## config.mk

```make
export PLATFORM = sky130hd
export DESIGN_NAME = priority_ready_queue
export DESIGN_NICKNAME = d
export VERILOG_FILES = /design/src/design/prq_pkg.sv /design/src/design/prq_cell.sv /design/src/design/priority_ready_queue.sv
export SDC_FILE = /design/constraint.sdc
export NUM_CORES = 1
export LEC_CHECK = 0
export ABC_AREA = 1
export ABC_CLOCK_PERIOD_IN_PS = 4330
export BUFFER_PORTS_ARGS = -buffer_cell sky130_fd_sc_hd__buf_2
export CAP_MARGIN = 20
export CORE_MARGIN = 3
export CORE_UTILIZATION = 36
export CTS_BUF_LIST = sky130_fd_sc_hd__clkbuf_8
export DETAILED_ROUTE_END_ITERATION = 8
export HOLD_SLACK_MARGIN = 0.06
export SLEW_MARGIN = 20
export SYNTH_ARGS = -nofsm -noshare
export SYNTH_HDL_FRONTEND = slang
export SYNTH_HIERARCHICAL = 1
export SYNTH_SLANG_ARGS = --single-unit
```

## constraint.sdc

```tcl
create_clock -name clk -period 4.33 [get_ports clk]
set_input_delay 0.433 -clock clk [delete_from_list [all_inputs] [get_ports clk]]
set_output_delay 0.433 -clock clk [all_outputs]
set_load 0.005 [all_outputs]
```

## src/design/prq_pkg.sv

```systemverilog
package prq_pkg;

  // Default sizing of the queue
  localparam int QUEUE_DEPTH_DEF = 16;
  localparam int PRIO_BITS_DEF   = 8;
  localparam int ID_BITS         = 4;

  // Command codes
  localparam logic CMD_ENQ = 1'b0;
  localparam logic CMD_DEQ = 1'b1;

  // Result status codes
  localparam logic [1:0] ST_DONE  = 2'd0;
  localparam logic [1:0] ST_FULL  = 2'd1;
  localparam logic [1:0] ST_EMPTY = 2'd2;

  // Per-cycle operation broadcast to every cell
  typedef struct packed {
    logic enq;
    logic deq;
  } prq_ctl_t;

endpackage

```

## src/design/prq_cell.sv

```systemverilog
module prq_cell #(
  parameter int PRIO_BITS = prq_pkg::PRIO_BITS_DEF
) (
  input  logic                      clk,
  input  logic                      rst_n,
  input  prq_pkg::prq_ctl_t         ctl,
  input  logic [prq_pkg::ID_BITS-1:0] new_id,
  input  logic [PRIO_BITS-1:0]      new_prio,
  input  logic                      left_ge,
  input  logic                      left_valid,
  input  logic [prq_pkg::ID_BITS-1:0] left_id,
  input  logic [PRIO_BITS-1:0]      left_prio,
  input  logic                      right_valid,
  input  logic [prq_pkg::ID_BITS-1:0] right_id,
  input  logic [PRIO_BITS-1:0]      right_prio,
  output logic                      ge,
  output logic                      valid,
  output logic [prq_pkg::ID_BITS-1:0] id,
  output logic [PRIO_BITS-1:0]      prio
);
  import prq_pkg::*;

  logic                 valid_r, valid_nxt;
  logic [ID_BITS-1:0]   id_r, id_nxt;
  logic [PRIO_BITS-1:0] prio_r, prio_nxt;

  // Keep this entry ahead of the new one when its priority is greater or equal
  assign ge = valid_r && (prio_r >= new_prio);

  // Hold, insert the new entry, shift from the left on insert or from the right on removal
  always_comb begin
    valid_nxt = valid_r;
    id_nxt    = id_r;
    prio_nxt  = prio_r;
    if (ctl.enq && !ge) begin
      if (left_ge) begin
        valid_nxt = 1'b1;
        id_nxt    = new_id;
        prio_nxt  = new_prio;
      end else begin
        valid_nxt = left_valid;
        id_nxt    = left_id;
        prio_nxt  = left_prio;
      end
    end else if (ctl.deq) begin
      valid_nxt = right_valid;
      id_nxt    = right_id;
      prio_nxt  = right_prio;
    end
  end

  always_ff @(posedge clk) begin
    if (!rst_n) begin
      valid_r <= 1'b0;
    end else begin
      valid_r <= valid_nxt;
    end
  end

  always_ff @(posedge clk) begin
    id_r   <= id_nxt;
    prio_r <= prio_nxt;
  end

  assign valid = valid_r;
  assign id    = id_r;
  assign prio  = prio_r;

endmodule

```

## src/design/priority_ready_queue.sv

```systemverilog
// Stable priority queue of process ids held in a row of compare-and-shift cells, highest
// priority at the head, equal priorities in arrival order. One command is taken per clock:
// busy stays low, so a command may be given on every cycle. Each command yields one result,
// strobed by out_valid for a single cycle on the clock after the command transfer; the
// receiver cannot stall it and must take it then. All cells compare the new priority in
// parallel and insert or shift in the same edge. An enqueue into a full queue is refused
// with the full status; a dequeue from an empty queue returns the empty status. out_held
// reports the count after the command.
module priority_ready_queue #(
  parameter int QUEUE_DEPTH = prq_pkg::QUEUE_DEPTH_DEF,
  parameter int PRIO_BITS   = prq_pkg::PRIO_BITS_DEF
) (
  input  logic                                clk,
  input  logic                                rst_n,
  input  logic                                start,
  output logic                                busy,
  input  logic                                in_cmd,
  input  logic [prq_pkg::ID_BITS-1:0]         in_proc_id,
  input  logic [PRIO_BITS-1:0]                in_prio,
  output logic                                out_valid,
  output logic [1:0]                          out_status,
  output logic [prq_pkg::ID_BITS-1:0]         out_id,
  output logic [PRIO_BITS-1:0]                out_prio,
  output logic [$clog2(QUEUE_DEPTH+1)-1:0]    out_held
);
  import prq_pkg::*;

  localparam int CNT_W = $clog2(QUEUE_DEPTH + 1);

  logic                 accept;
  logic                 full, empty;
  prq_ctl_t             ctl;
  logic [CNT_W-1:0]     count_r, count_nxt;

  logic                 out_valid_r;
  logic [1:0]           out_status_r, out_status_nxt;
  logic [ID_BITS-1:0]   out_id_r, out_id_nxt;
  logic [PRIO_BITS-1:0] out_prio_r, out_prio_nxt;
  logic [CNT_W-1:0]     out_held_r;

  logic [QUEUE_DEPTH-1:0] valid_w;
  logic [QUEUE_DEPTH-1:0] ge_w;
  logic [ID_BITS-1:0]     id_w   [QUEUE_DEPTH];
  logic [PRIO_BITS-1:0]   prio_w [QUEUE_DEPTH];

  assign busy   = 1'b0;
  assign accept = start && !busy;
  assign full   = (count_r == CNT_W'(QUEUE_DEPTH));
  assign empty  = (count_r == '0);

  // Decode the command, drop it on the guarded cases
  always_comb begin
    ctl.enq = accept && (in_cmd == CMD_ENQ) && !full;
    ctl.deq = accept && (in_cmd == CMD_DEQ) && !empty;
  end

  // Build the chain of cells
  for (genvar i = 0; i < QUEUE_DEPTH; i++) begin : g_cell
    logic                 l_ge, l_valid, r_valid;
    logic [ID_BITS-1:0]   l_id, r_id;
    logic [PRIO_BITS-1:0] l_prio, r_prio;

    if (i == 0) begin : g_head
      assign l_ge    = 1'b1;
      assign l_valid = 1'b0;
      assign l_id    = '0;
      assign l_prio  = '0;
    end else begin : g_body
      assign l_ge    = ge_w[i-1];
      assign l_valid = valid_w[i-1];
      assign l_id    = id_w[i-1];
      assign l_prio  = prio_w[i-1];
    end

    if (i == QUEUE_DEPTH - 1) begin : g_tail
      assign r_valid = 1'b0;
      assign r_id    = '0;
      assign r_prio  = '0;
    end else begin : g_inner
      assign r_valid = valid_w[i+1];
      assign r_id    = id_w[i+1];
      assign r_prio  = prio_w[i+1];
    end

    prq_cell #(
      .PRIO_BITS(PRIO_BITS)
    ) u_cell (
      .clk        (clk),
      .rst_n      (rst_n),
      .ctl        (ctl),
      .new_id     (in_proc_id),
      .new_prio   (in_prio),
      .left_ge    (l_ge),
      .left_valid (l_valid),
      .left_id    (l_id),
      .left_prio  (l_prio),
      .right_valid(r_valid),
      .right_id   (r_id),
      .right_prio (r_prio),
      .ge         (ge_w[i]),
      .valid      (valid_w[i]),
      .id         (id_w[i]),
      .prio       (prio_w[i])
    );
  end

  // Advance the count and form the result
  always_comb begin
    count_nxt      = count_r;
    out_status_nxt = ST_DONE;
    out_id_nxt     = '0;
    out_prio_nxt   = '0;
    if (ctl.enq) begin
      count_nxt = count_r + 1'b1;
    end else if (ctl.deq) begin
      count_nxt    = count_r - 1'b1;
      out_id_nxt   = id_w[0];
      out_prio_nxt = prio_w[0];
    end
    if (in_cmd == CMD_ENQ && full) begin
      out_status_nxt = ST_FULL;
    end else if (in_cmd == CMD_DEQ && empty) begin
      out_status_nxt = ST_EMPTY;
    end
  end

  always_ff @(posedge clk) begin
    if (!rst_n) begin
      count_r     <= '0;
      out_valid_r <= 1'b0;
    end else begin
      count_r     <= count_nxt;
      out_valid_r <= accept;
    end
  end

  // Capture the result payload on each transfer
  always_ff @(posedge clk) begin
    if (accept) begin
      out_status_r <= out_status_nxt;
      out_id_r     <= out_id_nxt;
      out_prio_r   <= out_prio_nxt;
      out_held_r   <= count_nxt;
    end
  end

  assign out_valid  = out_valid_r;
  assign out_status = out_status_r;
  assign out_id     = out_id_r;
  assign out_prio   = out_prio_r;
  assign out_held   = out_held_r;

  // Occupied cells match the count
  a_count_cells: assert property (@(posedge clk) disable iff (!rst_n)
    $countones(valid_w) == int'(count_r))
    else $error("occupied cells disagree with count");

  // The head cell is occupied exactly when the queue is not empty
  a_head_valid: assert property (@(posedge clk) disable iff (!rst_n)
    valid_w[0] == !empty)
    else $error("head cell occupancy wrong");

  // Count never passes the depth
  a_count_range: assert property (@(posedge clk) disable iff (!rst_n)
    count_r <= CNT_W'(QUEUE_DEPTH))
    else $error("count beyond depth");

  // Every transfer gives a result on the next cycle
  a_result: assert property (@(posedge clk) disable iff (!rst_n)
    accept |=> out_valid)
    else $error("missing result strobe");

  // A successful dequeue reports the old head
  a_deq_head: assert property (@(posedge clk) disable iff (!rst_n)
    ctl.deq |=> (out_id == $past(id_w[0])) && (out_prio == $past(prio_w[0])))
    else $error("dequeue returned wrong entry");

endmodule

```

-- After elaboration in Yosys (flattened, before gate mapping)
Index checks and enable logic that the tools add are counted.
- $add $sub $neg: 2
- $mul: 0
- div/mod/pow operators: 0
- magnitude comparators: 16
- equal/unequal tests: 1
- shifts and indexed selects: 0
- muxes and demuxes: 144
- bitwise operators: 2
- reductions and logical operators: 74
- operator list (cell ; number):
    $mux W8 ; 47
    $mux W4 ; 47
    $ge A8 B8 Y1 ; 16
    $mux W1 ; 47
    $logic_and A1 B1 Y1 ; 38
    $reduce_bool A2 Y1 ; 16
    $logic_not A1 Y1 ; 18
    $mux W5 ; 2
    $add A5 B1 Y5 const B ; 1
    $eq A5 B5 Y1 const B ; 1
    $logic_not A5 Y1 ; 1
    $sub A5 B1 Y5 const B ; 1
    $mux W2 ; 1
    $not A1 Y1 ; 2
    $reduce_or A2 Y1 ; 1
- bits in registers: 233
- bits in latches: 0
- RAM bits: 0
- bits in read-only memories: 0
- input port bits: 16
- output and inout bits: 21
- word-level logic and storage cells: 293
- memories kept: 0

-- Longest topological paths before layout
Gate-level depths: netlist (run 1).
- word-level depth: 5
- depth in mapped cells: 16
- gate-level depth less buffers: 15

-- Modules after synthesis
The synthesis (run 1) kept the hierarchy.
- modules (own cells, without submodules) (module ; instances ; cells an instance ; area an instance (um2) ; sequential area each (um2)):
    prq_cell at g_cell[0].u_cell ... ; 13 ; 101 ; 959.7 ; 380.4
    prq_cell at g_cell[7].u_cell ... ; 3 ; 101 ; 972.2 ; 380.4
    priority_ready_queue ; 1 ; 114 ; 1111.1 ; 690.7

-- Worst setup path before layout (run 1)
No wires, ideal clock.
- path type: reg-to-reg
- start: reg count_r[0]
- end: reg g_cell[7].u_cell.id_r[0], enable pin
- library setup time: 0.350 ns
- data arrival time: 2.698 ns
- data required time: 3.980 ns
- setup slack: 1.282 ns
- cell stages (with the launch flop): 9
- buffers on the path: 1
- clock period less this slack: 3.048 ns
- cells stage by stage: dfxtp_1 -> inv_1 -> ha_1 -> nand3_2 -> nand2_2 -> inv_1 -> nand2_4 -> buf_6 -> nand2_1
- RTL lines (what ; line ; source):
    from (decl) ; priority_ready_queue.sv:33 ; logic [CNT_W-1:0] count_r, count_nxt;
    from (signal assigned) ; priority_ready_queue.sv:132 ; count_r <= count_nxt;
    to (signal assigned) ; prq_cell.sv:61 ; id_r <= id_nxt;
    to (decl) ; prq_cell.sv:24 ; logic [ID_BITS-1:0] id_r, id_nxt;

==> impl_metrics.toml, run 1 <==
[synthesis]
yosysWarnings = 6
synthesis.area_um2 = 16500
synth_area_per_cell_um2 = 9.54
syn_inst = 1729

[place]
port_buffers = 35
dp_hpwl_um = 28000
dpl.cell_count = 2328
post_dp_cell_area_um2 = 17000
globalplace.congestion = 0.800

[routing]
ant_nets = 0
route.detailed.drc = 0
first_pass_iters = 5
routed_wl_um = 38400
wl_per_cell_um = 16.0
routed_via_density = 4.85
drt_iter0_markers = 614
vias = 11656

[timing]
fin_crit_sh = 0.622
finalCriticalPeriod_ns = 2.69
setup_viol = 0
holdWs_ns = 0.207
max_freq_mhz = 371
worstMarginPinSlew_ns = 0.835
rsz0062_at_grt = "false"
skew_ns = 0.0295
finalHoldViolCount = 0
fin_tns_setup_ns = 0
maxSlewHeadroom = 0.444
drv_slew = 0

[worst_setup_path]
end_kind = "flip-flop"
worst-path-max-fanout = 27
rrSetupSlack_ns = 1.64
cp.required_ns = 4.51
start_kind = "flip-flop"
arrival_ns = 2.87
crit_type = "reg2reg"

[pwr]
seq_power_share = 0.465
worst_ir_drop_vdd_v = 0.000176
power_switching_share = 0.341
p_sw_mw = 2.34
internal_power_mw = 4.52
combPwrFrac = 0.257
clockPowerShare = 0.278
leakagePower_nw = 7.96
p_per_area_nw_per_um2 = 386

[clocking]
numCtsBuffers = 44
cts-resized-gates = 0
cts_tree = "yes"
clock_sinks = 233
ctsHoldBuffers = 0
htreeDepth = 2
path_clk_slew_ns = 0.06
clockBufferDepth = 3
clkLatencyLatePin_ns = 0.57
ctsRootBufferMaster = "clkbuf_8"
postCtsSetupBuffers = 0

[floorplan]
ios = 37
die_area_um2 = 48400
num_rows = 77
initial_utilization = 0.369
core_area_um2 = 44700
fp.dieW_um = 220
die_h_um = 220

[global_route]
grt_pass1_wl_um = 62600
grt_overflow = 0
grt.total_usage = 0.161
grt_max_degree = 33
antenna_found_initial = 0
first_global_vias = 11636

[status]
outcome = "completed"

[run]
drv_cap = 0

[final_layout]
nFillCells = 4480
num_antenna_cells = 0
instances_no_fill = 2403
stdcell_area_um2 = 17800
nets = 1928
synthToLayoutAreaGrowth_pct = 7.82
drive_above_1_share = 0.191

[min_path]
hp-class = "in2reg"
[sequential cells by signal, summed over array words and instances (netlist names)]
name,cells
count_r,5
g_cell.u_cell/id,64
g_cell.u_cell/prio,128
g_cell.u_cell/valid,16
out_held,5
out_id,4
out_prio,8
out_status,2
out_valid,1
[metal layers]
layer,routed length (um),GRT usage
met2,17700,0.265
met3,1590,0.0229
met4,1010,0.0487
met1,18100,0.221
met5,0,0
[layout by cell type, fill, tap and decap left out, drive strengths merged, types with 3 or more instances in the layout]
master,count
clkbuf,45
ha,130
nor2,83
buf,47
inv,272
nand3,60
nand2,436
nand4,16
a21o,16
o21ai,192
mux2i,192
dfxtp,22
edfxtp,211
clkinv,4
a21oi,51
conb,28
clkinvlp,3
[layout make-up]
type | instances | area, um2 | area share
Multi-Input combinational cell | 1207 | 8330 | 0.468
Tap cell | 592 | 741 | 0.0416
Sequential cell | 233 | 6780 | 0.381
Clock buffer | 45 | 619 | 0.0348
Clock inverter | 30 | 126 | 0.00710
Inverter | 249 | 935 | 0.0525
Timing Repair Buffer | 47 | 265 | 0.0149
[worst max-delay path, stage by stage, from the launching register on]
cell	delay (ns)
dfxtp_1	0.37
inv_1	0.08
ha_1	0.28
nand3_2	0.14
nand2_2	0.11
inv_2	0.08
buf_4	0.37
nand2_4	0.32
nand2_1	0.55
[power groups by stage]
stage	sequential (mW)	combinational, mW	clock, mW
CTS	3.20	1.78	1.98
detailed placement	3.24	1.77	0
global route	3.23	2.01	2.08
floorplan	3.10	1.42	0
global placement	3.23	1.71	0
finish	3.19	1.76	1.90
[worst paths after layout]
kind | start | cells after the start | endpoint
worst min-delay path | in_cmd | 2 | out_status[0]$_SDFFCE_PP1P_
worst max-delay path | count_r[0]$_SDFF_PN0_ | 8 | g_cell[14].u_cell/id[2]$_DFFE_PP_
worst max register to register | count_r[0]$_SDFF_PN0_ | 8 | g_cell[14].u_cell/id[2]$_DFFE_PP_
worst min register to register | g_cell[15].u_cell/valid$_SDFFE_PN0P_ | 2 | g_cell[15].u_cell/valid$_SDFFE_PN0P_
[stage by stage]
stage               setup WS [ns]  power [mW]  utilization
floorplan                    1.28        4.52            -
global placement             1.08        4.94        0.381
detailed placement           1.08        5.00        0.381
CTS                          1.62        6.95        0.398
global route                 1.42        7.32        0.398
finish                       1.64        6.86        0.398
Power figures use the tool's default switching activity.
==> inputs of run 2 (changes only) <==
--- a/config.mk
+++ b/config.mk
@@ -5,8 +5,8 @@
 export SDC_FILE = /design/constraint.sdc
 export NUM_CORES = 1
 export LEC_CHECK = 0
-export ABC_AREA = 1
-export ABC_CLOCK_PERIOD_IN_PS = 4330
+export ABC_AREA = 0
+export ABC_CLOCK_PERIOD_IN_PS = 2400
 export BUFFER_PORTS_ARGS = -buffer_cell sky130_fd_sc_hd__buf_2
 export CAP_MARGIN = 20
 export CORE_MARGIN = 3
==> constraint.sdc (replaced) <==
create_clock -name clk -period 2.4 [get_ports clk]
set_input_delay 0.24 -clock clk [delete_from_list [all_inputs] [get_ports clk]]
set_output_delay 0.24 -clock clk [all_outputs]
set_load 0.005 [all_outputs]
==> run 2 against run 1 <==
Net effect: critical path depth did not move; synthesized cell count fell by 25%; clock power rose by 120%; total power rose by 98%; cell count fell by 6.9%; clock-buffer cell count rose by 13; design area rose by 18%; critical path type unchanged; highest routed layer unchanged.
==> impl_metrics.toml, run 2 <==
[timing]
skew_ns = 0.0211
setup_viol = 0
finalCriticalPeriod_ns = 2.37
fin_crit_sh = 0.987
maxSlewHeadroom = 0.518
finalHoldViolCount = 0
worstMarginPinSlew_ns = 0.722
holdWs_ns = 0.138
drv_slew = 0
max_freq_mhz = 422

[routing]
wl_per_cell_um = 18.9
ant_nets = 0
vias = 11106
routed_wl_um = 42300
routed_via_density = 4.96
route.detailed.drc = 0
drt_iter0_markers = 527
first_pass_iters = 5

[pwr]
worst_ir_drop_vdd_v = 0.000384
leakagePower_nw = 9.14
p_per_area_nw_per_um2 = 647

[place]
dp_hpwl_um = 31100
dpl.cell_count = 2132
globalplace.congestion = 0.813
port_buffers = 35

[final_layout]
layout_commonest_cell = "mux2_2"
instances_no_fill = 2237
nets = 1755
synthToLayoutAreaGrowth_pct = 28.5
nFillCells = 4021
drive_above_1_share = 0.517
layout_common_cells = "mux2_2, edfxtp_1, buf_4"
largest_reg_flops = 128

[global_route]
grt_pass1_wl_um = 64400
first_global_vias = 11616
grt_max_degree = 25
grt.total_usage = 0.171
grt_overflow = 0
antenna_found_initial = 1

[worst_setup_path]
cp.buffers_inverters = 1
critPathCapture = "g_cell[11].u_cell/prio[5]$_DFFE_PP_"
worst-path-max-fanout = 7
slowest_delay_ns = 0.46
start_kind = "flip-flop"
crit_family = "multiplexers"
critical_path.startpoint = "g_cell[10].u_cell/prio[6]$_DFFE_PP_"
crit_type = "reg2reg"
arrival_ns = 2.72
r2r-end = "g_cell[11].u_cell/prio[5]$_DFFE_PP_"
path_cells = "ha_4 > nand3_2 > o22ai_2 > o21ai_1 > nand2_2 > buf_12 > mux2_2 > mux2_4"
cp_slowest_cell = "edfxtp_1"
cp.required_ns = 2.75
rr_startpoint = "g_cell[10].u_cell/prio[6]$_DFFE_PP_"
rrSetupSlack_ns = 0.03
worstSetupPathDepth = 8
reg2reg_depth = 8
end_kind = "flip-flop"

[clocking]
htreeDepth = 2
cts_tree = "yes"
path_clk_slew_ns = 0.06
ctsRootBufferMaster = "clkbuf_8"
clockBufferDepth = 3
numCtsBuffers = 45
clock_sinks = 233
clkLatencyLatePin_ns = 0.60

[synthesis]
yosysWarnings = 6
synthesis.area_um2 = 16300
synth_area_per_cell_um2 = 12.6
syn_inst = 1293

[floorplan]
ios = 37
num_rows = 77
core_area_um2 = 44500
fp.dieW_um = 219
initial_utilization = 0.367
die_h_um = 219
die_area_um2 = 47900

[run]
drv_cap = 0

[status]
outcome = "completed"

[min_path]
hold_depth = 2
hp-class = "in2reg"
==> run 2: layer usage <==
metal | GRT usage | part of all wire | vias to the layer above
li1 | - | - | 5360
met4 | 0.0508 | 0.026 | 0
met2 | 0.301 | 0.50 | 169
met3 | 0.0312 | 0.033 | 80
met1 | 0.215 | 0.44 | 5497
met5 | 0 | 0 | -
==> run 2: repair_timing <==
item	CTS	global route
pin swaps	2	28
hold buffers	1	0
cloned	0	5
setup buffers	2	15
resized for setup	6	70
endpoints found under the setup margin	30	192
hold endpoints to repair	2	0
==> run 2: area by class of cell <==
cell class / count / area (um2) / area share
clock buffer: 58 / 798 / 0.0381
antenna: 1 / 2.50 / 0.000119
clock inverter: 24 / 130 / 0.00620
multi-input combinational: 876 / 9290 / 0.443
inverter: 179 / 677 / 0.0323
tap: 592 / 741 / 0.0353
timing repair buffer: 274 / 2550 / 0.122
sequential: 233 / 6780 / 0.323
==> run 2: how the worst min path moves through the flow <==
stage | start | endpoint
floorplan | start | out_held[0]$_DFFE_PP_
global placement | g_cell[15].u_cell/id[1]$_DFFE_PP_ | g_cell[14].u_cell/id[1]$_DFFE_PP_
detailed placement | g_cell[15].u_cell/id[1]$_DFFE_PP_ | g_cell[14].u_cell/id[1]$_DFFE_PP_
CTS | start | out_prio[2]$_SDFFCE_PP0P_
global route | start | out_prio[2]$_SDFFCE_PP0P_
finish | start | out_prio[6]$_SDFFCE_PP0P_
==> run 2: worst register-to-register path, cell delays in order, from the launching register on <==
cell      delay [ns]
edfxtp_1        0.46
ha_4            0.32
nand3_2         0.11
o22ai_2         0.20
o21ai_1         0.14
nand2_2         0.15
buf_12          0.14
mux2_2          0.34
mux2_4          0.28
==> run 2: where the power goes <==
group          total (mW)  switching [mW]  leakage, nW  internal, mW
registers            5.52           0.346         2.19          5.17
logic                3.96            1.78         6.43          2.18
clock network        4.10            1.83        0.514          2.27
total                13.6            3.95         9.14          9.62
==> run 2: metrics by stage <==
stage                     setup slack (ns)  TNS [ns]  area (um2)  power [mW]   util
after detailed placement            -0.253    -27.78       19300        9.30  0.434
after global routing               -0.0365    -0.643       21000        14.3  0.471
after CTS                          0.00528         0       20300        13.5  0.456
final                               0.0312         0       21000        13.6  0.471
after floorplan                    -0.0884    -17.64       16500        7.84      -
after global placement              -0.195    -19.98       19300        9.19  0.434
